===== config.mk =====
export PLATFORM = sky130hd
export DESIGN_NAME = vtv_ctrl
export DESIGN_NICKNAME = d
export VERILOG_FILES = /design/src/sv/vtv_pkg.sv /design/src/sv/vtv_ctrl.sv
export SDC_FILE = /design/constraint.sdc
export NUM_CORES = 1
export LEC_CHECK = 0
export BUFFER_PORTS_ARGS = -buffer_cell sky130_fd_sc_hd__buf_2
export CORE_AREA = 2 2 39 41
export CTS_BUF_LIST = sky130_fd_sc_hd__clkbuf_16
export CTS_CLUSTER_SIZE = 16
export DETAILED_ROUTE_END_ITERATION = 10
export DIE_AREA = 0 0 41 43
export HOLD_SLACK_MARGIN = 0.05
export PLACE_DENSITY = 0.4
export SKIP_CTS_REPAIR_TIMING = 1
export SYNTH_ARGS = -nofsm -noshare
export SYNTH_HDL_FRONTEND = slang
export SYNTH_SLANG_ARGS = --single-unit

===== constraint.sdc =====
create_clock -name i_clk -period 2.3 [get_ports i_clk]
set_input_delay 0 -clock i_clk [delete_from_list [all_inputs] [get_ports i_clk]]
set_output_delay 0 -clock i_clk [all_outputs]
set_load 0.03 [all_outputs]

===== src/sv/vtv_pkg.sv =====
`timescale 1ns / 1ps

package vtv_pkg;

    localparam int PIX_W      = 8;
    localparam int GRAIN_W    = 4;
    localparam int CFG_DIM_W  = 13;
    localparam int COEFF_W    = 40;
    localparam int COEFF_LO_W = 24;
    localparam int COEFF_HI_W = COEFF_W - COEFF_LO_W;
    localparam int F_W        = 17;
    localparam int PROD_W     = PIX_W + F_W;
    localparam int MAX_DIM_DEF = 4096;

    localparam int CFG_DATA_W = 64;
    localparam int CFG_ADDR_W = 5;
    localparam int CFG_IDX_LSB = 3;
    localparam int CFG_IDX_W  = CFG_ADDR_W - CFG_IDX_LSB;

    localparam logic [CFG_DIM_W-1:0] WIDTH_RST  = CFG_DIM_W'(640);
    localparam logic [CFG_DIM_W-1:0] HEIGHT_RST = CFG_DIM_W'(480);

    // Unity vignette factor in Q16.
    localparam logic [F_W-1:0] F_ONE = F_W'(65536);

    typedef enum logic [CFG_IDX_W-1:0] {
        REG_WIDTH  = 2'd0,
        REG_HEIGHT = 2'd1,
        REG_COEFF  = 2'd2
    } t_cfg_reg;

    typedef enum logic [2:0] {
        ST_IDLE,
        ST_SQ,
        ST_SUM,
        ST_PROD,
        ST_FAC,
        ST_MUL,
        ST_FIN
    } t_state;

    typedef struct packed {
        logic load;
        logic sq_en;
        logic sum_en;
        logic prod_en;
        logic fac_en;
        logic mul_en;
        logic out_load;
    } t_dp_cmd;

    typedef struct packed {
        logic [PIX_W-1:0]          red_in;
        logic [PIX_W-1:0]          green_in;
        logic [PIX_W-1:0]          blue_in;
        logic [PIX_W-1:0]          alpha_in;
        logic signed [GRAIN_W-1:0] grain;
    } t_pixel;

    typedef struct packed {
        logic [PIX_W-1:0] red_out;
        logic [PIX_W-1:0] green_out;
        logic [PIX_W-1:0] blue_out;
        logic [PIX_W-1:0] alpha_out;
        logic             frame_end;
    } t_result;

    // Tone curve: floor(gain * (85*v + 1275) / 10000), limited to 255.
    localparam int GAIN_RED   = 110;
    localparam int GAIN_GREEN = 95;
    localparam int GAIN_BLUE  = 75;
    localparam int TONE_SCALE = 85;
    localparam int TONE_LIFT  = 1275;
    localparam int TONE_DIV   = 10000;
    localparam int PIX_MAX    = 255;

    typedef logic [PIX_W-1:0] t_tone_lut [0:255];

    function automatic t_tone_lut build_tone(input int gain);
        t_tone_lut lut;
        int        i;
        int        t;
        for (i = 0; i < 256; i++) begin
            t = (gain * (TONE_SCALE * i + TONE_LIFT)) / TONE_DIV;
            lut[i] = (t > PIX_MAX) ? PIX_W'(PIX_MAX) : PIX_W'(t);
        end
        return lut;
    endfunction

    localparam t_tone_lut TONE_RED   = build_tone(GAIN_RED);
    localparam t_tone_lut TONE_GREEN = build_tone(GAIN_GREEN);
    localparam t_tone_lut TONE_BLUE  = build_tone(GAIN_BLUE);

endpackage


===== src/sv/vtv_ctrl.sv =====
`timescale 1ns / 1ps

module vtv_ctrl (
    input  logic             i_clk,
    input  logic             i_rst_n,
    input  logic             i_in_valid,
    input  logic             i_out_ready,
    output logic             o_in_ready,
    output logic             o_out_valid,
    output vtv_pkg::t_dp_cmd o_cmd
);

    vtv_pkg::t_state r_state;
    vtv_pkg::t_state n_state;
    logic            r_out_valid;
    logic            n_out_valid;
    logic            w_out_free;

    // The output register can take a new word when empty or being drained.
    assign w_out_free = !r_out_valid || i_out_ready;

    always_ff @(posedge i_clk) begin
        if (!i_rst_n) begin
            r_state     <= vtv_pkg::ST_IDLE;
            r_out_valid <= 1'b0;
        end else begin
            r_state     <= n_state;
            r_out_valid <= n_out_valid;
        end
    end

    always_comb begin
        n_state    = r_state;
        o_cmd      = '0;
        o_in_ready = 1'b0;
        unique case (r_state)
            vtv_pkg::ST_IDLE: begin
                o_in_ready = 1'b1;
                if (i_in_valid) begin
                    o_cmd.load = 1'b1;
                    n_state    = vtv_pkg::ST_SQ;
                end
            end
            vtv_pkg::ST_SQ: begin
                o_cmd.sq_en = 1'b1;
                n_state     = vtv_pkg::ST_SUM;
            end
            vtv_pkg::ST_SUM: begin
                o_cmd.sum_en = 1'b1;
                n_state      = vtv_pkg::ST_PROD;
            end
            vtv_pkg::ST_PROD: begin
                o_cmd.prod_en = 1'b1;
                n_state       = vtv_pkg::ST_FAC;
            end
            vtv_pkg::ST_FAC: begin
                o_cmd.fac_en = 1'b1;
                n_state      = vtv_pkg::ST_MUL;
            end
            vtv_pkg::ST_MUL: begin
                o_cmd.mul_en = 1'b1;
                n_state      = vtv_pkg::ST_FIN;
            end
            vtv_pkg::ST_FIN: begin
                if (w_out_free) begin
                    o_cmd.out_load = 1'b1;
                    n_state        = vtv_pkg::ST_IDLE;
                end
            end
            default: n_state = vtv_pkg::ST_IDLE;
        endcase
    end

    always_comb begin
        if (o_cmd.out_load) begin
            n_out_valid = 1'b1;
        end else if (i_out_ready) begin
            n_out_valid = 1'b0;
        end else begin
            n_out_valid = r_out_valid;
        end
    end

    assign o_out_valid = r_out_valid;

endmodule


==> Yosys cells after proc, flatten, opt, wreduce, memory -nomap -nowiden <==
Index checks and enable logic that the tools add are counted.
{ "totals": {"ff_bits": 4, "latch_bits": 0, "ram_bits": 0, "rom_bits": 0, "input_bits": 4, "out_inout_bits": 9, "mem_count": 0} }
{ "op_classes": {"add_sub_neg": 0, "multipliers": 0, "div_mod_pow": 0, "order_cmp": 0, "n_eq_ne": 8, "shift": 0, "mux": 15, "n_bitwise": 0, "reduce_logical": 5} }
{ "op_table": {"columns": ["operator", "n"], "rows": [
  ["3-bit one-hot mux with 7 select lines", 1],
  ["1-bit 2-to-1 mux", 12],
  ["3-bit == test, second input constant", 3],
  ["3-bit by 2-bit == test with 1-bit output, second input constant", 2],
  ["3-bit 2-to-1 mux", 2],
  ["2-bit inequality test, second input constant", 2],
  ["3-bit by 1-bit == test with 1-bit output, second input constant", 1],
  ["3-bit logical NOT", 1],
  ["2-bit AND reduction", 1],
  ["2-bit nonzero test", 1],
  ["1-bit logical NOT", 1],
  ["1-bit logical OR", 1]
]} }

==> Longest topological paths before layout <==
{ "logic_depth": {"word_depth": 5, "mapped_depth": 4} }

==> Least setup slack after synthesis <==
Ideal clock, no wire load.
{ "synth_timing": {"kind": "reg-to-output", "startpoint": "register r_state[1]", "endpoint": "output port o_cmd[6] (netlist bit)", "arrival_time_ns": 1.558, "path_slack_ns": 0.742, "stages_incl_launch_ff": 4, "path_cell_list": "dfxtp_1 > buf_6 > nor3_1 > and2_1"} }
{ "synth_lines": {"columns": ["item", "line", "source"], "rows": [
  ["from (decl)", "vtv_ctrl.sv:13", "vtv_pkg::t_state r_state;"],
  ["from (signal assigned)", "vtv_ctrl.sv:24", "r_state <= vtv_pkg::ST_IDLE;"],
  ["from (signal assigned)", "vtv_ctrl.sv:27", "r_state <= n_state;"],
  ["to (decl)", "vtv_ctrl.sv:10", "output vtv_pkg::t_dp_cmd o_cmd"]
]} }

==> out/metrics.csv <==
stage,metric,value,unit
placed_design,routability congestion estimate,0.684,
timing,clock period minus final worst setup slack,1.25,ns
timing,Peak Freq,803,MHz
die,DIE WIDTH,41,um
finish,final core utilization,27.9,%
die,FP Rows,14,
finish,fraction of layout cells with a size suffix above 1,37.5,%
setup_path,Crit-path slowest cell,dfxtp_1,
route,top layer in use,met4,
synth,syn avg cell area,9.16,um^2
synth,net count of the mapped netlist,32,
global_route,Total GRT Usage,7.24,%
setup_path,CP Max Fanout,9,
synth,Synth area leader,dfxtp_1,
cts,Num CTS Buffers,3,
setup_path,Worst Setup End Kind,output port,
die,Die H,43,um
placed_design,DP Worst Slack,1.23,ns
power,Leak,0.192,nW
synth,Yosys warnings,0,
route,met2 wire length,192,um
route,metal3 WL,71,um
setup_path,"critical path, cell by cell",nor2b_1 > nor2b_1 > buf_2,
global_route,gr ovfl total,0,
placed_design,I/O Buffers,12,
cts,Clock Sinks,4,
timing,unrepaired setup endpoints after global routing,false,
timing,Max Slew Vio Count,0,
route,via density per instance,4.09,
setup_path,Worst EP required,2.30,ns
cts,H-tree depth,1,
synth,"top cells by area, synth","dfxtp_1, buf_6, nor4bb_1",
synth,Async SR Flop Fraction,0,%
synth,Unique masters post-synth,18,
global_route,vias in the first global route,178,
status,status,finished clean,
timing,Layout Skew,0.00229,ns
setup_path,WS Path Type,reg2out,
route,initial drt markers,0,
setup_path,Crit path max-delay family,flip-flops,
route,Vias,229,
timing,Finish-stage setup viols,0,
global_route,first-pass GRT wire length,786,um
synth,dominant synthesized flop cell,dfxtp_1,
setup_path,Max stage delay on crit path,0.45,ns
timing,"Hold Vio Cnt, Final",0,
die,Initial Util,18.5,%
setup_path,crit-path most repeated cell,nor2b_1,
power,"Power, Total",0.422,mW
route,Wirelength per Cell,9.45,um
route,M1 WL,249,um
cts,Root Driver,clkbuf_16,
route,drt total wl,529,um
timing,final worst slack,1.05,ns
route,first-pass detailed-route iteration total,1,
timing,Least-Margin Pin Slew,0.285,ns
setup_path,critical path launch point type,register,
synth,sequential share of the synthesized area,31.2,%
global_route,initial antenna violation count,0,
placed_design,Detail Placement HPWL,388,um
power,PD cells,1090,nW/um^2
synth,Mapped Cells,28,
synth,most frequent cell after synthesis,dfxtp_1,
synth,mapped cell area,256,um^2
finish,NumNets Final,46,
cts,Worst-path clk slew,0.03,ns
cts,maximum root-to-sink buffer count,2,
cts,CTS tree,built,
synth,register bit total from synthesis,4,
die,Die Area,1760,um^2
setup_path,Worst Path Arrival,1.25,ns
finish,number of diodes,0,
die,Core ar.,1380,um^2
global_route,largest net degree at the start of global routing,11,
synth,Post-synth EDFFs,0,
cts,clk_lat worst skew,0.23,ns
synth,Yosys top cell area share,31.2,%
timing,Setup TNS,0,ns
timing,hold_ws,0.0864,ns
route,drt drc,0,
finish,Layout area overhead,50.7,%
min_path,Hold WC Path Type,in2reg,
setup_path,worst path bufs/invs,1,
timing,period utilization,54.2,%
power,worst vdd ir,0.494,mV
run,Max-Cap Viols,0,
synth,commonest cells in the netlist,"dfxtp_1, nor2b_1",
timing,Worst slew margin,81.0,%
die,io pins,13,
route,post-route ant nets,0,
## final timing paths
check	endpoint	depth (start not counted)	slack (ns)	from
max	o_cmd[2]	3	1.05	r_state[2]
min	o_out_valid	3	0.09	i_out_ready
max reg2reg	r_state[2]	2	1.22	r_state[2]
min reg2reg	o_out_valid	2	0.50	o_out_valid
## power breakdown
| group | leakage [nW] | internal (mW) | switching [mW] | total [mW] |
|---|---|---|---|---|
| combinational | 0.122 | 0.0246 | 0.0391 | 0.0637 |
| clock | 0.0370 | 0.222 | 0.0493 | 0.271 |
| sequential | 0.0327 | 0.0754 | 0.0115 | 0.0869 |
| total | 0.192 | 0.322 | 0.0998 | 0.422 |
## per-stage QoR
stage          area [um^2]  cells
6_report               387     56
5_1_grt                387     56
4_1_cts                377     55
2_1_floorplan          256     28
3_3_place_gp           302     52
3_5_place_dp           302     52
## kinds of logic (layout without fill, tap and decap cells)
kind of cell / after synthesis / count (layout) / synth area share [%]
AO/OA/AOI/OAI: 3 / 3 / 10.2
AND/OR/NAND/NOR: 16 / 16 / 41.5
XOR/XNOR: 1 / 1 / 3.42
flip-flops: 4 / 4 / 31.2
buffers and inverters: 4 / 16 / 13.7
## registers in the layout (all words and copies together) (netlist names)
name,flops
o_out_valid,1
r_state,3
## tightest hold or removal path, stage by stage
cell and delay [ns]:
buf_2 0.09, nand2b_1 0.09, a21boi_0 0.07
## per-layer routing
metal / up-vias / track usage [%]
met1: 96 / 10.4
met5: - / 0
li1: 119 / -
met2: 12 / 6.88
met3: 2 / 6.28
met4: 0 / 4.00
## layout make-up
type                    instances  area, um^2
clock buffers                   3        75.1
fillers                       151         997
multi-input cells              20         141
flip-flops and latches          4        80.1
well taps                      16        20.0
repair buffers                 13        70.1
## placed cells by master, fill, tap and decap left out
cell type      synthesis  layout
a21boi_0               1       1
and2_1                 2       2
and3b_1                1       1
buf_2                  1      12
clkbuf_16              0       3
dfxtp_1                4       4
dlygate4sd3_1          0       1
nand2_1                1       1
nand2b_1               1       1
nand3b_1               1       1
nor2_1                 1       1
nor2b_1                3       3
nor3_1                 2       2
nor3b_1                2       2
nor4bb_1               2       2
o211a_1                1       1
o31a_1                 1       1
xor2_1                 1       1
No activity file was read; power rests on OpenSTA's default activity.
