<file path="src/sv/vtv_pkg.sv">
`timescale 1ns / 1ps

package vtv_pkg;

    localparam int PIX_W      = 8;
    localparam int GRAIN_W    = 4;
    localparam int CFG_DIM_W  = 13;
    localparam int COEFF_W    = 40;
    localparam int COEFF_LO_W = 24;
    localparam int COEFF_HI_W = COEFF_W - COEFF_LO_W;
    localparam int F_W        = 17;
    localparam int PROD_W     = PIX_W + F_W;
    localparam int MAX_DIM_DEF = 4096;

    localparam int CFG_DATA_W = 64;
    localparam int CFG_ADDR_W = 5;
    localparam int CFG_IDX_LSB = 3;
    localparam int CFG_IDX_W  = CFG_ADDR_W - CFG_IDX_LSB;

    localparam logic [CFG_DIM_W-1:0] WIDTH_RST  = CFG_DIM_W'(640);
    localparam logic [CFG_DIM_W-1:0] HEIGHT_RST = CFG_DIM_W'(480);

    // Unity vignette factor in Q16.
    localparam logic [F_W-1:0] F_ONE = F_W'(65536);

    typedef enum logic [CFG_IDX_W-1:0] {
        REG_WIDTH  = 2'd0,
        REG_HEIGHT = 2'd1,
        REG_COEFF  = 2'd2
    } t_cfg_reg;

    typedef enum logic [2:0] {
        ST_IDLE,
        ST_SQ,
        ST_SUM,
        ST_PROD,
        ST_FAC,
        ST_MUL,
        ST_FIN
    } t_state;

    typedef struct packed {
        logic load;
        logic sq_en;
        logic sum_en;
        logic prod_en;
        logic fac_en;
        logic mul_en;
        logic out_load;
    } t_dp_cmd;

    typedef struct packed {
        logic [PIX_W-1:0]          red_in;
        logic [PIX_W-1:0]          green_in;
        logic [PIX_W-1:0]          blue_in;
        logic [PIX_W-1:0]          alpha_in;
        logic signed [GRAIN_W-1:0] grain;
    } t_pixel;

    typedef struct packed {
        logic [PIX_W-1:0] red_out;
        logic [PIX_W-1:0] green_out;
        logic [PIX_W-1:0] blue_out;
        logic [PIX_W-1:0] alpha_out;
        logic             frame_end;
    } t_result;

    // Tone curve: floor(gain * (85*v + 1275) / 10000), limited to 255.
    localparam int GAIN_RED   = 110;
    localparam int GAIN_GREEN = 95;
    localparam int GAIN_BLUE  = 75;
    localparam int TONE_SCALE = 85;
    localparam int TONE_LIFT  = 1275;
    localparam int TONE_DIV   = 10000;
    localparam int PIX_MAX    = 255;

    typedef logic [PIX_W-1:0] t_tone_lut [0:255];

    function automatic t_tone_lut build_tone(input int gain);
        t_tone_lut lut;
        int        i;
        int        t;
        for (i = 0; i < 256; i++) begin
            t = (gain * (TONE_SCALE * i + TONE_LIFT)) / TONE_DIV;
            lut[i] = (t > PIX_MAX) ? PIX_W'(PIX_MAX) : PIX_W'(t);
        end
        return lut;
    endfunction

    localparam t_tone_lut TONE_RED   = build_tone(GAIN_RED);
    localparam t_tone_lut TONE_GREEN = build_tone(GAIN_GREEN);
    localparam t_tone_lut TONE_BLUE  = build_tone(GAIN_BLUE);

endpackage

</file>
<file path="src/sv/vtv_cfg.sv">
`timescale 1ns / 1ps

module vtv_cfg (
    input  logic                                i_clk,
    input  logic                                i_rst_n,
    input  logic                                i_psel,
    input  logic                                i_penable,
    input  logic                                i_pwrite,
    input  logic [vtv_pkg::CFG_ADDR_W-1:0]      i_paddr,
    input  logic [vtv_pkg::CFG_DATA_W-1:0]      i_pwdata,
    output logic [vtv_pkg::CFG_DATA_W-1:0]      o_prdata,
    output logic                                o_pready,
    output logic [vtv_pkg::CFG_DIM_W-1:0]       o_width,
    output logic [vtv_pkg::CFG_DIM_W-1:0]       o_height,
    output logic [vtv_pkg::COEFF_W-1:0]         o_coeff
);

    logic [vtv_pkg::CFG_DIM_W-1:0] r_width;
    logic [vtv_pkg::CFG_DIM_W-1:0] r_height;
    logic [vtv_pkg::COEFF_W-1:0]   r_coeff;
    logic                          w_write;
    vtv_pkg::t_cfg_reg             w_index;

    assign o_pready = 1'b1;
    assign w_write  = i_psel && i_penable && i_pwrite;
    assign w_index  = vtv_pkg::t_cfg_reg'(i_paddr[vtv_pkg::CFG_ADDR_W-1:vtv_pkg::CFG_IDX_LSB]);

    always_ff @(posedge i_clk) begin
        if (!i_rst_n) begin
            r_width  <= vtv_pkg::WIDTH_RST;
            r_height <= vtv_pkg::HEIGHT_RST;
            r_coeff  <= '0;
        end else if (w_write) begin
            unique case (w_index)
                vtv_pkg::REG_WIDTH:  r_width  <= i_pwdata[vtv_pkg::CFG_DIM_W-1:0];
                vtv_pkg::REG_HEIGHT: r_height <= i_pwdata[vtv_pkg::CFG_DIM_W-1:0];
                vtv_pkg::REG_COEFF:  r_coeff  <= i_pwdata[vtv_pkg::COEFF_W-1:0];
                default: ;
            endcase
        end
    end

    always_comb begin
        unique case (w_index)
            vtv_pkg::REG_WIDTH:  o_prdata = vtv_pkg::CFG_DATA_W'(r_width);
            vtv_pkg::REG_HEIGHT: o_prdata = vtv_pkg::CFG_DATA_W'(r_height);
            vtv_pkg::REG_COEFF:  o_prdata = vtv_pkg::CFG_DATA_W'(r_coeff);
            default:             o_prdata = '0;
        endcase
    end

    assign o_width  = r_width;
    assign o_height = r_height;
    assign o_coeff  = r_coeff;

endmodule

</file>
<file path="config.mk">
export PLATFORM = sky130hd
export DESIGN_NAME = vtv_cfg
export DESIGN_NICKNAME = d
export VERILOG_FILES = /design/src/sv/vtv_pkg.sv /design/src/sv/vtv_cfg.sv
export SDC_FILE = /design/constraint.sdc
export NUM_CORES = 1
export LEC_CHECK = 0
export BUFFER_PORTS_ARGS = -buffer_cell sky130_fd_sc_hd__buf_2
export CAP_MARGIN = 10
export CORE_ASPECT_RATIO = 1.2
export CORE_MARGIN = 3
export CORE_UTILIZATION = 35
export DETAILED_ROUTE_END_ITERATION = 7
export GPL_ROUTABILITY_DRIVEN = 0
export PLACE_DENSITY = 0.68
export SKIP_LAST_GASP = 1
export SLEW_MARGIN = 20
export SYNTH_ARGS = -nofsm -noshare
export SYNTH_HDL_FRONTEND = slang
export SYNTH_SLANG_ARGS = --single-unit
export TNS_END_PERCENT = 50
</file>
<file path="constraint.sdc">
create_clock -name i_clk -period 2.25 [get_ports i_clk]
set_input_delay 0.675 -clock i_clk [delete_from_list [all_inputs] [get_ports i_clk]]
set_output_delay 0.675 -clock i_clk [all_outputs]
set_load 0.005 [all_outputs]
</file>
### Word level (Yosys, flattened, before mapping)

Cells that the tools add are included.

* add/subtract/negate cells: 0
* multiply operators: 0
* div/mod/pow operators: 0
* $lt $le $gt $ge: 0
* equal/unequal tests: 2
* shift-type cells: 0
* mux-type cells: 1
* bitwise gates (word level): 0
* reductions and logical operators: 6

Operators by type and width (number)
* case mux 40 bit (3 select lines): 1
* AND reduction 2 bit: 3
* == test 2 x 1 -> 1 bit (second input constant): 1
* == test 2 bit (second input constant): 1
* logical AND 1 bit: 2
* logical NOT 2 bit: 1

* register bits after elaboration: 66
* latch bits: 0
* RAM bits: 0
* ROM bits: 0
* input bits: 74
* word-level logic and storage cells: 12
* memories kept: 0

### Logic depth before layout (Yosys ltp)

* depth in word-level cells: 3
* mapped depth: 5
* mapped depth without buffers: 3

### Worst setup path after synthesis

OpenSTA, ideal clock, no wires.

* kind: input port to output port
* from: input port i_paddr[4] (netlist bit)
* to: output port o_prdata[13] (netlist bit)
* arrival time: 1.425 ns
* setup slack: 0.150 ns
* cell stages on the path: 4
* buffers on the path: 2
* cells stage by stage: buf_2 -> nor2b_1 -> clkbuf_1 -> and2_1

* cells in the longest elaborated chain, start to end: 2
* elaborated cells between the ends (all ways): 4
* classes of those cells: eq/ne: 2; mux: 1; reduce/logical: 1

Ends and longest elaborated chain
* start: declaration: RTL line vtv_cfg.sv:9 `input logic [vtv_pkg::CFG_ADDR_W-1:0] i_paddr,`
* == test 2 bit, or another cell as far along: RTL line vtv_cfg.sv:44 `unique case (w_index)`
* case mux 40 bit (3 select lines) *: RTL line vtv_cfg.sv:44
* end: declaration: RTL line vtv_cfg.sv:11 `output logic [vtv_pkg::CFG_DATA_W-1:0] o_prdata,`

Every way passes the cells marked *; elsewhere a longest branch is shown, timed or not.

### Worst setup path after layout

* from: input port i_paddr[3] (netlist bit)
* to: output port o_prdata[9] (netlist bit)

The elaborated chain is that of the path after synthesis.

==> flow_summary.rst <==
.. list-table::
   :header-rows: 1

   * - Metric
     - Value
   * - Total congestion overflow
     - 0
   * - Worst-case setup slack after placement
     - 0.07753 ns
   * - Clock-pin slew on the worst setup and hold paths
     - approximately 0.070 ns
   * - Hold/Removal Path Class
     - reg2reg
   * - Sequence of cells on the critical path
     - buf_2, nor2b_2, buf_12, nand2_1, o21ai_0, buf_2
   * - Critical Path AT
     - 1.50 ns
   * - #FFs+latches synth
     - 66
   * - Yosys cell types
     - 21
   * - Net switching share of the total power
     - 0.2480
   * - Mean instance size in the synthesized netlist
     - around 8.7 um^2
   * - Detailed-route wire length
     - 8409 um
   * - Number of buffers created by CTS
     - 9
   * - Number of standard cells in the final layout excluding fillers
     - between 600 and 700
   * - Number of warnings printed during yosys synthesis
     - 0
   * - Number of filler instances in the final layout
     - about 840
   * - Peak Freq
     - around 0.46 GHz
   * - Detailed Route Iter0 Violations
     - 89
   * - Gate count of the mapped netlist
     - 370
   * - Endpoints failing setup
     - 0
   * - Worst r2r path cells
     - 2
   * - # IOs
     - just over 200
   * - VDD IR max
     - between 0.0002 and 0.00025 V
   * - Number of buffers on the longest clock path
     - 2
   * - Number of max-slew violations in the final report
     - 0
   * - Die outline width
     - about 94 um
   * - Initial Util
     - 0.3682
   * - Endpoint of the lowest-slack register-to-register path
     - o_coeff[4]
   * - Power per cell area
     - approximately 540 nW/um^2
   * - Net count reported at finish
     - between 500 and 600
   * - Total length of routed met3 wires
     - between 600 and 700 um
   * - Number of global-route vias before repair
     - 2671
   * - Combinational group share of total power
     - 0.098
   * - Setup crit end kind
     - output pin
   * - Global-route wire length before repair
     - 13320 um
   * - Number of nets with antenna violations after detailed routing
     - 0
   * - Insertion delay of the later-clocked pin in the worst-skew pair
     - ~0.33 ns
   * - Port-buffer cells
     - 152
   * - Clock net sink count
     - 66
   * - Sequential cell area fraction in the yosys report
     - 0.4101
   * - Placed Instances
     - 621
   * - Slowest cell on the critical path
     - sky130_fd_sc_hd__nor2b_2
   * - Static leakage
     - between 0.002 and 0.0025 uW
   * - Post-Layout Inst Area
     - roughly 4200 um^2
   * - Required time worst endpoint
     - between 1.5 and 2 ns
   * - Setup repair after global routing missed its margin
     - no
   * - Fraction of the cycle the final worst path needs
     - 0.9666
   * - Post-Route Setup TNS
     - 0 ns
   * - Vias post-DR
     - approximately 2.8k
   * - Relative contribution of sequential cells to total power
     - 0.525
   * - Mean routed wirelength per cell
     - 13.20 um
   * - CTS Root Buffer Type
     - sky130_fd_sc_hd__clkbuf_8
   * - H-tree depth
     - 3
   * - Cells on Worst Hold Path
     - 2
   * - # Max-Cap Violations
     - 0
   * - CP startpoint kind
     - input port
   * - Largest stage delay on the critical path
     - roughly 0.20 ns
   * - Antenna violations before repair
     - 0
   * - Maximum fanout encountered on the critical timing path
     - 30
   * - Internal Dissipation
     - ~1700 uW
   * - Cell row count
     - 37
   * - Proportion of power drawn by the clock network
     - 0.377
   * - Clock period minus worst slack
     - roughly 2.2 ns
   * - Switching pwr
     - 564.7 uW
   * - Number of buffers inserted by post-CTS setup repair
     - 0
   * - Placed Instance Area
     - between 4000 and 5000 um^2
   * - Hold endpoint
     - o_coeff[20]
   * - Hold Path Origin
     - o_coeff[20]
   * - Clock tree from TritonCTS
     - done
   * - Most frequent standard cell in the layout excluding fill and tap cells
     - sky130_fd_sc_hd__buf_2
   * - Top routing layer in use
     - met4
   * - Flop-to-flop setup slack
     - about 1.6 ns
   * - Die area
     - 10400 um^2
   * - Post-synthesis to final-layout area growth
     - 30.60%
   * - Most frequent cells in the layout
     - sky130_fd_sc_hd__buf_2, sky130_fd_sc_hd__nand2_1, sky130_fd_sc_hd__mux2i_1
   * - Mean number of vias per cell
     - 4.441
   * - Fraction of final layout cells with drive strength greater than 1
     - 0.3442
   * - Initial DRT Pass Iterations
     - 4
   * - Final routed DRC violation total
     - 0
   * - Met1 WL
     - between 3000 and 4000 um
   * - Die span in y
     - 111.1 um
   * - Smallest setup slack after layout
     - around 0.075 ns
   * - Number of buffer and inverter stages on the critical path
     - 3
   * - Area of the core
     - roughly 9000 um^2
   * - Most frequent CP cell
     - sky130_fd_sc_hd__buf_2
   * - Family with the most delay on the worst path
     - buffers and inverters
   * - Worst reg2reg path startpoint
     - o_coeff[4]
   * - Number of hold violations in the final report
     - 0
   * - Cell area after synthesis
     - around 3200 um^2
   * - Category of the most critical setup path
     - in2out
   * - Run status
     - complete, no violations
   * - Post-DP HPWL
     - slightly above 6000 um
   * - Pin count of the biggest net entering global routing
     - a little over 60
   * - Number of antenna cells inserted
     - 0
   * - Sum of met2 wire segment lengths after detailed routing
     - 4068 um
   * - Total global-route track usage
     - 0.1635
   * - Setup Skew
     - 0 ns
==> Yosys cell counts <==
| master | instances | area [um^2] |
|---|---|---|
| sky130_fd_sc_hd__nand2_1 | 113 | 424.2 |
| sky130_fd_sc_hd__mux2i_1 | 78 | 780.8 |
| sky130_fd_sc_hd__dfxtp_1 | 66 | 1321 |
| sky130_fd_sc_hd__buf_4 | 30 | 225.2 |
| sky130_fd_sc_hd__and2_1 | 27 | 168.9 |
| sky130_fd_sc_hd__o21ai_0 | 13 | 65.06 |
| sky130_fd_sc_hd__clkbuf_1 | 12 | 45.04 |
| sky130_fd_sc_hd__nor2b_1 | 10 | 62.56 |
| sky130_fd_sc_hd__buf_2 | 6 | 30.03 |
| sky130_fd_sc_hd__buf_1 | 3 | 11.26 |
| sky130_fd_sc_hd__conb_1 | 2 | 7.510 |
| sky130_fd_sc_hd__buf_6 | 1 | 11.26 |
| sky130_fd_sc_hd__inv_1 | 1 | 3.750 |
| sky130_fd_sc_hd__nand3_2 | 1 | 10.01 |
| sky130_fd_sc_hd__nor3_1 | 1 | 5.000 |
| sky130_fd_sc_hd__nor3b_1 | 1 | 7.510 |
| sky130_fd_sc_hd__nor3b_2 | 1 | 12.51 |
| sky130_fd_sc_hd__o211ai_1 | 1 | 7.510 |
| sky130_fd_sc_hd__o31ai_1 | 1 | 7.510 |
| sky130_fd_sc_hd__or3_1 | 1 | 6.260 |
| sky130_fd_sc_hd__or3b_1 | 1 | 8.760 |
==> sequential cells by signal, indices dropped and copies added (netlist names) <==
name      flops
o_coeff      40
o_height     13
o_width      13
==> area by class of cell <==
type	instances	area, um^2	share of cell area
Timing Repair Buffer	163	897.1	0.2132
Tap cell	117	146.4	0.03479
Sequential cell	66	1321	0.3140
Multi-Input combinational cell	274	1674	0.3979
Clock buffer	14	152.6	0.03628
Clock inverter	2	12.51	0.002974
Inverter	1	3.754	0.0008921
==> worst max path at each step <==
stage,depth (start not counted),start,end
finish,6,i_paddr[3],o_prdata[9]
CTS,6,i_paddr[3],o_prdata[12]
detailed placement,6,i_paddr[3],o_prdata[12]
global route,6,i_paddr[3],o_prdata[6]
global placement,6,i_paddr[3],o_prdata[1]
floorplan,4,i_paddr[4],o_prdata[13]
==> metal layers <==
metal	up-vias	track usage
met2	131	0.2801
met1	1254	0.1876
li1	1435	-
met3	9	0.04209
met4	0	0.07514
met5	-	0
==> worst reg2reg max path, cell delays in order, from the launching register on <==
cell and delay, ns:
sky130_fd_sc_hd__dfxtp_1 0.36, sky130_fd_sc_hd__nand2_1 0.07, sky130_fd_sc_hd__mux2i_1 0.17
==> repair_timing <==
item	4_1_cts	5_1_grt
resized for setup	0	1
setup endpoints to repair	0	4
hold endpoints to repair	0	0
hold buffers	0	0
==> per-stage QoR <==
stage | total power [uW] | util | hold WS (ns)
5_1_grt | 2404 | 0.4809 | 0.4887
6_report | 2277 | 0.4809 | 0.4679
2_1_floorplan | 1373 | - | 0.4596
3_5_place_dp | 1445 | 0.4616 | 0.4574
3_3_place_gp | 1441 | 0.4616 | 0.4500
4_1_cts | 2321 | 0.4805 | 0.4727
==> kinds of logic after synthesis <==
family / count (synthesis) / share of synthesized area
muxes: 78 / 0.2423
AOI/OAI and AO/OA: 15 / 0.02486
DFF: 66 / 0.4101
other: 2 / 0.002331
buffers and inverters: 53 / 0.1014
and+or+nand+nor: 156 / 0.2190
==> power groups by stage <==
stage                     clock network [uW]  registers, uW  logic, uW
after floorplan                            0           1220        152
after global placement                     0           1220        221
after detailed placement                   0           1220        224
after CTS                                902           1190        225
after global routing                     958           1200        250
final                                    859           1190        223
Power figures use the tool's default switching activity.
