<file path="src/sv/vtv_pkg.sv">
`timescale 1ns / 1ps

package vtv_pkg;

    localparam int PIX_W      = 8;
    localparam int GRAIN_W    = 4;
    localparam int CFG_DIM_W  = 13;
    localparam int COEFF_W    = 40;
    localparam int COEFF_LO_W = 24;
    localparam int COEFF_HI_W = COEFF_W - COEFF_LO_W;
    localparam int F_W        = 17;
    localparam int PROD_W     = PIX_W + F_W;
    localparam int MAX_DIM_DEF = 4096;

    localparam int CFG_DATA_W = 64;
    localparam int CFG_ADDR_W = 5;
    localparam int CFG_IDX_LSB = 3;
    localparam int CFG_IDX_W  = CFG_ADDR_W - CFG_IDX_LSB;

    localparam logic [CFG_DIM_W-1:0] WIDTH_RST  = CFG_DIM_W'(640);
    localparam logic [CFG_DIM_W-1:0] HEIGHT_RST = CFG_DIM_W'(480);

    // Unity vignette factor in Q16.
    localparam logic [F_W-1:0] F_ONE = F_W'(65536);

    typedef enum logic [CFG_IDX_W-1:0] {
        REG_WIDTH  = 2'd0,
        REG_HEIGHT = 2'd1,
        REG_COEFF  = 2'd2
    } t_cfg_reg;

    typedef enum logic [2:0] {
        ST_IDLE,
        ST_SQ,
        ST_SUM,
        ST_PROD,
        ST_FAC,
        ST_MUL,
        ST_FIN
    } t_state;

    typedef struct packed {
        logic load;
        logic sq_en;
        logic sum_en;
        logic prod_en;
        logic fac_en;
        logic mul_en;
        logic out_load;
    } t_dp_cmd;

    typedef struct packed {
        logic [PIX_W-1:0]          red_in;
        logic [PIX_W-1:0]          green_in;
        logic [PIX_W-1:0]          blue_in;
        logic [PIX_W-1:0]          alpha_in;
        logic signed [GRAIN_W-1:0] grain;
    } t_pixel;

    typedef struct packed {
        logic [PIX_W-1:0] red_out;
        logic [PIX_W-1:0] green_out;
        logic [PIX_W-1:0] blue_out;
        logic [PIX_W-1:0] alpha_out;
        logic             frame_end;
    } t_result;

    // Tone curve: floor(gain * (85*v + 1275) / 10000), limited to 255.
    localparam int GAIN_RED   = 110;
    localparam int GAIN_GREEN = 95;
    localparam int GAIN_BLUE  = 75;
    localparam int TONE_SCALE = 85;
    localparam int TONE_LIFT  = 1275;
    localparam int TONE_DIV   = 10000;
    localparam int PIX_MAX    = 255;

    typedef logic [PIX_W-1:0] t_tone_lut [0:255];

    function automatic t_tone_lut build_tone(input int gain);
        t_tone_lut lut;
        int        i;
        int        t;
        for (i = 0; i < 256; i++) begin
            t = (gain * (TONE_SCALE * i + TONE_LIFT)) / TONE_DIV;
            lut[i] = (t > PIX_MAX) ? PIX_W'(PIX_MAX) : PIX_W'(t);
        end
        return lut;
    endfunction

    localparam t_tone_lut TONE_RED   = build_tone(GAIN_RED);
    localparam t_tone_lut TONE_GREEN = build_tone(GAIN_GREEN);
    localparam t_tone_lut TONE_BLUE  = build_tone(GAIN_BLUE);

endpackage

</file>
<file path="src/sv/vtv_dp.sv">
`timescale 1ns / 1ps

module vtv_dp #(
    parameter int MAX_DIM = vtv_pkg::MAX_DIM_DEF
) (
    input  logic                              i_clk,
    input  logic                              i_rst_n,
    input  vtv_pkg::t_dp_cmd                  i_cmd,
    input  vtv_pkg::t_pixel                   i_pix,
    input  logic [vtv_pkg::CFG_DIM_W-1:0]     i_width,
    input  logic [vtv_pkg::CFG_DIM_W-1:0]     i_height,
    input  logic [vtv_pkg::COEFF_W-1:0]       i_coeff,
    output vtv_pkg::t_result                  o_res
);

    localparam int CNT_W  = $clog2(MAX_DIM);
    localparam int DIM_W  = $clog2(MAX_DIM + 1);
    localparam int D_W    = CNT_W + 1;
    localparam int SQ_W   = 2 * D_W;
    localparam int S_W    = SQ_W + 1;
    localparam int CMP_W  = (DIM_W > vtv_pkg::CFG_DIM_W) ? DIM_W : vtv_pkg::CFG_DIM_W;
    localparam int PHI_W  = vtv_pkg::COEFF_HI_W + S_W;
    localparam int PLO_W  = vtv_pkg::COEFF_LO_W + S_W;
    localparam int SUB_W  = PHI_W + 1;
    localparam int SUM_W  = vtv_pkg::PIX_W + 2;
    localparam int PIX_W  = vtv_pkg::PIX_W;

    function automatic logic [PIX_W-1:0] finish(input logic [vtv_pkg::PROD_W-1:0] prod,
                                                input logic signed [vtv_pkg::GRAIN_W-1:0] g);
        logic signed [SUM_W-1:0] c;
        c = signed'(SUM_W'(prod[vtv_pkg::PROD_W-1:16])) + SUM_W'(g);
        if (c < 0) begin
            return '0;
        end else if (c > signed'(SUM_W'(vtv_pkg::PIX_MAX))) begin
            return PIX_W'(vtv_pkg::PIX_MAX);
        end else begin
            return c[PIX_W-1:0];
        end
    endfunction

    function automatic logic [DIM_W-1:0] eff_dim(input logic [vtv_pkg::CFG_DIM_W-1:0] d);
        logic [CMP_W-1:0] x;
        x = CMP_W'(d);
        if (x == '0) begin
            return DIM_W'(1);
        end else if (x > CMP_W'(MAX_DIM)) begin
            return DIM_W'(MAX_DIM);
        end else begin
            return DIM_W'(x);
        end
    endfunction

    function automatic logic [D_W-1:0] abs_diff(input logic [CNT_W-1:0] cnt,
                                                input logic [DIM_W-1:0] dim);
        logic [D_W-1:0] twice;
        logic [D_W-1:0] dd;
        twice = {cnt, 1'b0};
        dd    = D_W'(dim);
        return (twice >= dd) ? (twice - dd) : (dd - twice);
    endfunction

    logic [CNT_W-1:0]                    r_col;
    logic [CNT_W-1:0]                    r_row;
    logic [DIM_W-1:0]                    w_eff_w;
    logic [DIM_W-1:0]                    w_eff_h;
    logic                                w_row_end;
    logic                                w_last;

    logic [D_W-1:0]                      r_dx;
    logic [D_W-1:0]                      r_dy;
    logic                                r_last;
    logic [PIX_W-1:0]                    r_tone_r;
    logic [PIX_W-1:0]                    r_tone_g;
    logic [PIX_W-1:0]                    r_tone_b;
    logic [PIX_W-1:0]                    r_alpha;
    logic signed [vtv_pkg::GRAIN_W-1:0]  r_grain;
    logic [SQ_W-1:0]                     r_sqx;
    logic [SQ_W-1:0]                     r_sqy;
    logic [S_W-1:0]                      r_s;
    logic [PHI_W-1:0]                    r_phi;
    logic [PLO_W-1:0]                    r_plo;
    logic [SUB_W-1:0]                    w_sub;
    logic [vtv_pkg::F_W-1:0]             r_f;
    logic [vtv_pkg::PROD_W-1:0]          r_pr_r;
    logic [vtv_pkg::PROD_W-1:0]          r_pr_g;
    logic [vtv_pkg::PROD_W-1:0]          r_pr_b;
    vtv_pkg::t_result                    r_res;

    assign w_eff_w   = eff_dim(i_width);
    assign w_eff_h   = eff_dim(i_height);
    assign w_row_end = (D_W'(r_col) + D_W'(1)) >= D_W'(w_eff_w);
    assign w_last    = w_row_end && ((D_W'(r_row) + D_W'(1)) >= D_W'(w_eff_h));

    // Pixel position; the last column, or one past the frame size, closes the row, and the last row closes the frame.
    always_ff @(posedge i_clk) begin
        if (!i_rst_n) begin
            r_col <= '0;
            r_row <= '0;
        end else if (i_cmd.load) begin
            if (w_row_end) begin
                r_col <= '0;
                r_row <= w_last ? '0 : r_row + CNT_W'(1);
            end else begin
                r_col <= r_col + CNT_W'(1);
            end
        end
    end

    always_ff @(posedge i_clk) begin
        if (i_cmd.load) begin
            r_dx     <= abs_diff(r_col, w_eff_w);
            r_dy     <= abs_diff(r_row, w_eff_h);
            r_last   <= w_last;
            r_tone_r <= vtv_pkg::TONE_RED[i_pix.red_in];
            r_tone_g <= vtv_pkg::TONE_GREEN[i_pix.green_in];
            r_tone_b <= vtv_pkg::TONE_BLUE[i_pix.blue_in];
            r_alpha  <= i_pix.alpha_in;
            r_grain  <= i_pix.grain;
        end
        if (i_cmd.sq_en) begin
            r_sqx <= SQ_W'(r_dx) * SQ_W'(r_dx);
            r_sqy <= SQ_W'(r_dy) * SQ_W'(r_dy);
        end
        if (i_cmd.sum_en) begin
            r_s <= S_W'(r_sqx) + S_W'(r_sqy);
        end
        // The 40-bit coefficient is split so each product stays a modest multiplier.
        if (i_cmd.prod_en) begin
            r_phi <= PHI_W'(i_coeff[vtv_pkg::COEFF_W-1:vtv_pkg::COEFF_LO_W]) * PHI_W'(r_s);
            r_plo <= PLO_W'(i_coeff[vtv_pkg::COEFF_LO_W-1:0]) * PLO_W'(r_s);
        end
        if (i_cmd.fac_en) begin
            r_f <= (w_sub >= SUB_W'(vtv_pkg::F_ONE)) ? '0
                 : vtv_pkg::F_ONE - w_sub[vtv_pkg::F_W-1:0];
        end
        if (i_cmd.mul_en) begin
            r_pr_r <= vtv_pkg::PROD_W'(r_tone_r) * vtv_pkg::PROD_W'(r_f);
            r_pr_g <= vtv_pkg::PROD_W'(r_tone_g) * vtv_pkg::PROD_W'(r_f);
            r_pr_b <= vtv_pkg::PROD_W'(r_tone_b) * vtv_pkg::PROD_W'(r_f);
        end
        if (i_cmd.out_load) begin
            r_res.red_out   <= finish(r_pr_r, r_grain);
            r_res.green_out <= finish(r_pr_g, r_grain);
            r_res.blue_out  <= finish(r_pr_b, r_grain);
            r_res.alpha_out <= r_alpha;
            r_res.frame_end <= r_last;
        end
    end

    assign w_sub = SUB_W'(r_phi) + SUB_W'(r_plo[PLO_W-1:vtv_pkg::COEFF_LO_W]);
    assign o_res = r_res;

endmodule

</file>
<file path="config.mk">
export PLATFORM = sky130hd
export DESIGN_NAME = vtv_dp
export DESIGN_NICKNAME = d
export VERILOG_FILES = /design/src/sv/vtv_pkg.sv /design/src/sv/vtv_dp.sv
export SDC_FILE = /design/constraint.sdc
export NUM_CORES = 2
export LEC_CHECK = 0
export BUFFER_PORTS_ARGS = -buffer_cell sky130_fd_sc_hd__buf_2
export CORE_MARGIN = 2
export CORE_UTILIZATION = 46
export CTS_CLUSTER_DIAMETER = 100
export CTS_CLUSTER_SIZE = 8
export DETAILED_ROUTE_END_ITERATION = 8
export HOLD_SLACK_MARGIN = 0.12
export PLACE_DENSITY_LB_ADDON = 0.25
export SETUP_SLACK_MARGIN = 0.2
export SYNTH_ARGS = -nofsm -noshare
export SYNTH_HDL_FRONTEND = slang
export SYNTH_SLANG_ARGS = --single-unit
export TNS_END_PERCENT = 10
</file>
<file path="constraint.sdc">
create_clock -name i_clk -period 12.2 [get_ports i_clk]
set_clock_uncertainty 0.15 [all_clocks]
set_input_delay 2.44 -clock i_clk [delete_from_list [all_inputs] [get_ports i_clk]]
set_output_delay 2.44 -clock i_clk [all_outputs]
set_load 0.02 [all_outputs]
</file>
Yosys cells after proc, flatten, opt, wreduce, memory -nomap -nowiden
Memories as Yosys holds them, arrays and structs flattened. A register that Yosys moved wholly into a read port is not among the register bits.
Cells that the tools add are included.

storage, ports and cells
  register bits = 361
  ROM bits = 6144
  input port bits = 111
  output and inout port bits = 33
  logic and storage cells = 76
  memories = 3

memory list
  name             depth  bits a word  read ports  clocked after Yosys merged registers in  wr ports  line           RTL
  (no name shown)  256    8            1           1                                        0         vtv_dp.sv:116  r_tone_b <= vtv_pkg::TONE_BLUE[i_pix.blue_in];
  (no name shown)  256    8            1           1                                        0         vtv_dp.sv:115  r_tone_g <= vtv_pkg::TONE_GREEN[i_pix.green_in];
  (no name shown)  256    8            1           1                                        0         vtv_dp.sv:114  r_tone_r <= vtv_pkg::TONE_RED[i_pix.red_in];

cells by class
  $add $sub $neg = 14
  multiply operators = 7
  magnitude comparators = 13
  muxes and demuxes = 11
  bitwise gates (word level) = 3
  reduce and logical (&&, ||, !) cells = 4

operators with widths
  kind                      number
  $mux W13                  6
  $mul A8 B17 Y25           3
  $ge A13 B13 Y1            4
  $mul A13 B13 Y26          2
  $sub A13 B13 Y13          4
  $mul A24 B27 Y51          1
  $add A43 B27 Y44          1
  $ge A44 B17 Y1 const B    1
  $mul A16 B27 Y43          1
  $add A10 B4 Y10           3
  $gt A10 B9 Y1 const B     3
  $lt A10 B1 Y1 const B     3
  $add A26 B26 Y27          1
  $not A8 Y9                3
  $add A12 B1 Y13 const B   2
  $gt A13 B13 Y1 const B    2
  $logic_not A13 Y1         2
  $add A12 B1 Y12 const B   2
  $mux W12                  2
  $mux W8                   3
  $sub A17 B17 Y17 const A  1
  $reduce_and A2 Y1         1
  $logic_and A1 B1 Y1       1

Longest topological paths before layout
  word-level depth = 6
  depth in mapped cells = 27
  mapped depth without buffers = 26

Worst setup path before layout
Ideal clock, no wire load.

  path kind = input -> register
  start point = in i_coeff[3] (netlist name)
  end point = reg r_plo[44] (data pin)
  library setup time = 266 ps
  arrival = 9241 ps
  data required time = 11784 ps
  setup slack = 2543 ps
  cell stages on the path = 27
  path buffers = 2
  cell sequence = clkbuf_1 clkbuf_1 nand2_1 fa_1 inv_1 fa_1 inv_1 fa_1 fa_1 inv_1 fa_1 fa_1 inv_1 fa_1 inv_1 ha_1 and4_1 nand2_1 and4bb_2 o31a_1 o211a_1 o31ai_2 a2111oi_2 or2_2 o41ai_4 o221ai_1 xor2_1

between the ends
  longest elaborated chain between the ends = 1

ends and longest elaborated chain
  element               line           RTL
  from (decl)           vtv_dp.sv:12   input logic [vtv_pkg::COEFF_W-1:0] i_coeff,
  $mul A24 B27 Y51      vtv_dp.sv:130  r_plo <= PLO_W'(i_coeff[vtv_pkg::COEFF_LO_W-1:0]) * PLO_W'(r_s);
  to (signal assigned)  vtv_dp.sv:130
  to (decl)             vtv_dp.sv:81   logic [PLO_W-1:0] r_plo;

Every way passes these cells.
A chain may end at the register's enable or synchronous reset.

Worst setup path after layout
  start point = in i_coeff[10] (netlist name)
  end point = reg r_plo[44] (data pin)

The elaborated chain is that of the path after synthesis.

==> results.py <==
metrics = {
    "run_status": {
        "status": "completed",
    },
    "clock_network": {
        "clockBufferDepth": 3,
        "clockRootBuffer": "clkbuf_16",
        "cts_hold_buf": 0,
        "cts_buffers": 45,
        "cts_resized": 0,
        "cts_sinks": 311,
        "cts_setup_buffers": 0,
        "htreeDepth": 2,
        "clkLatencyLatePin_ns": 0.63,
        "clk_pin_slew_ns": 0.05,
        "cts_tree": "yes",
    },
    "floorplanning": {
        "die_area_mm2": 0.167,
        "ios": 144,
        "start_util_pct": 46.3,
        "std_cell_rows": 148,
        "die_width_um": 409,
        "die_h_um": 409,
        "coreArea_mm2": 0.163,
    },
    "placed_design": {
        "numPortBuffers": 143,
        "dp.final_hpwl_mm": 145,
        "finalWeightedCongestion": 0.893,
    },
    "drt": {
        "routed_via_density": 5.42,
        "vias": 56300,
        "routed_wirelength_mm": 189,
        "drt.antenna.violating_nets": 0,
        "wl_per_cell_um": 18.2,
        "drc_errors": 0,
        "dr.pass1.iters": 5,
        "drt_iter0_drc": 3732,
    },
    "min_path": {
        "worstHoldStart": "r_alpha[5]",
        "hold_path.class": "flop to flop",
    },
    "global_route": {
        "antenna_found_initial": 22,
        "grt_pass1_wl_mm": 314,
        "grt_pass1_vias": 59500,
        "grt_max_degree": 71,
        "globalRouteTotalUtil_pct": 23.1,
        "grt_overflow": 0,
    },
    "logic_synthesis": {
        "yosysSeqAreaShare_pct": 12.1,
        "ys_ff_latch": 311,
        "syn-cell-area_mm2": 0.0755,
        "synthCells": 8378,
        "syn_nets": 10600,
        "async_flop_share_pct": 0,
        "synth_area_leader_cell": "fa_1",
        "synthTopCellsByArea": "fa_1, ha_1, edfxtp_1",
        "synth-main-ff-cell": "edfxtp_1",
        "synth_top_area_share_pct": 36.2,
        "yosysWarnings": 0,
        "synth_edf_count": 287,
        "ys_types": 93,
        "postSynthAreaPerCell_um2": 9.01,
        "synth.most_common_cell": "inv_1",
        "synth_common_cells": "inv_1, fa_1, nand2_1, and2_1, ha_1",
    },
    "sta": {
        "fin_crit_sh_pct": 80.8,
        "max-slew-margin-rel_pct": 26.3,
        "fmax_mhz": 101,
        "final_hold_viol_count": 0,
        "drv_slew": 0,
        "rsz0062_at_grt": "no",
        "post-route-min-period_ns": 9.85,
        "setup-violations-final": 0,
        "hold_ws_ns": 0.265,
        "worst_slew_pin_slew_ns": 1.10,
        "tns_ns": 0,
    },
    "cells_and_area": {
        "fillers": 15500,
        "drive_above_1_share_pct": 3.70,
        "area_growth_pct": 4.64,
        "nets": 10400,
    },
    "worst_setup_path": {
        "cp.required_ns": 12.41,
        "arrival_ns": 10.06,
        "cp-start-kind": "input pin",
        "r2r_start": "r_s[6]",
        "endpoint_kind": "flop",
        "crit_type": "input pin to flop",
        "startpoint": "i_coeff[10]",
        "cp_max_fo": 27,
    },
    "flow_run": {
        "cap_violations": 0,
    },
}
## layer usage
| metal | share of wire [%] | wire length (um) | up-vias | GRT usage [%] |
|---|---|---|---|---|
| li1 | - | - | 25900 | - |
| met1 | 43 | 82000 | 28600 | 31.5 |
| met2 | 48 | 90900 | 1612 | 38.7 |
| met3 | 5.7 | 10900 | 263 | 2.82 |
| met4 | 2.9 | 5470 | 8 | 6.67 |
| met5 | 0.028 | 53 | - | 0 |
## path summary, 6_finish.rpt
| path | to | slack [ns] | cells after the start |
|---|---|---|---|
| worst max-delay path | r_plo[44] | 2.35 | 26 |
| worst min-delay path | o_res[6] | 0.26 | 0 |
| worst max register to register | r_plo[44] | 3.63 | 24 |
| worst min register to register | o_res[6] | 0.26 | 0 |
## layout make-up
cell class	instances	area (um2)	area share [%]
timing repair buffer	199	1140	1.44
sequential	311	9100	11.5
clock inverter	5	67.6	0.0855
tap	2175	2720	3.44
clock buffer	59	1190	1.50
antenna	12	30.0	0.0380
multi-input combinational	6037	58800	74.4
inverter	1596	5990	7.58
## cells by family after synthesis
group           synth area share [%]
flops                           12.1
simple gates                    16.4
xor+xnor                        2.88
buf+inv                         10.1
compound gates                  9.23
mux                            0.898
fa+ha+maj                       48.4
## state kept, by name (all words and copies together) (netlist names)
| register | count |
|---|---|
| r_pr_r | 9 |
| r_tone_g | 8 |
| r_tone_b | 8 |
| r_sqx | 25 |
| r_row | 12 |
| r_dy | 13 |
| r_phi | 43 |
| r_sqy | 25 |
| r_pr_b | 9 |
| r_tone_r | 8 |
| r_plo | 27 |
| r_s | 27 |
| r_last | 1 |
| r_grain | 4 |
| r_alpha | 8 |
| r_pr_g | 9 |
| r_col | 12 |
| r_f | 17 |
| o_res | 33 |
| r_dx | 13 |
## through the flow
stage / util (%) / cells / area (um2) / worst slack, ns
2_1_floorplan: - / 8378 / 75500 / 2.54
3_3_place_gp: 47.7 / 10300 / 77700 / 1.87
3_5_place_dp: 47.7 / 10300 / 77700 / 1.74
4_1_cts: 48.5 / 10400 / 79000 / 2.40
5_1_grt: 48.5 / 10400 / 79000 / 2.14
6_report: 48.5 / 10400 / 79000 / 2.35
## cells in the final DEF (no fill, tap or decap), types with 11 or more instances in the layout
| cell type | instances |
|---|---|
| o211ai_1 | 50 |
| mux2i_1 | 34 |
| buf_4 | 58 |
| nand3_1 | 76 |
| xnor2_1 | 173 |
| o22ai_1 | 18 |
| dfxtp_1 | 24 |
| nor4_1 | 20 |
| a211oi_1 | 32 |
| xor2_1 | 75 |
| or2_2 | 13 |
| and4_1 | 16 |
| ha_1 | 737 |
| and2_1 | 766 |
| nand4_1 | 30 |
| o311ai_0 | 17 |
| o2111ai_1 | 11 |
| nor2_1 | 261 |
| clkbuf_16 | 45 |
| edfxtp_1 | 287 |
| o21ai_0 | 222 |
| inv_1 | 1594 |
| nor3_1 | 81 |
| o21a_1 | 45 |
| nand2b_1 | 45 |
| o31ai_1 | 21 |
| buf_2 | 141 |
| o21bai_1 | 40 |
| and3_1 | 44 |
| clkbuf_1 | 13 |
| nor2b_1 | 50 |
| or3_1 | 19 |
| a21boi_0 | 29 |
| fa_1 | 1364 |
| nand2_1 | 1096 |
| a21o_1 | 103 |
| a31oi_1 | 37 |
| diode_2 | 12 |
| a21oi_1 | 340 |
## critical path, cell delays in order
cell	delay, ns
buf_2	0.48
nand2_1	0.17
fa_1	0.52
fa_1	0.55
inv_1	0.05
fa_1	0.50
inv_1	0.05
fa_1	0.53
inv_1	0.06
fa_1	0.45
fa_1	0.49
inv_1	0.05
fa_1	0.48
inv_1	0.05
ha_1	0.28
and4_1	0.17
nand2_1	0.12
and4bb_2	0.25
o31a_1	0.34
o211a_1	0.32
o31ai_2	0.44
a2111oi_2	0.18
or2_2	0.36
o41ai_4	0.33
o221ai_1	0.19
xor2_1	0.18
Power is not shown: default switching activity piles up to over one toggle a cycle in this logic, so the estimate is an artifact.
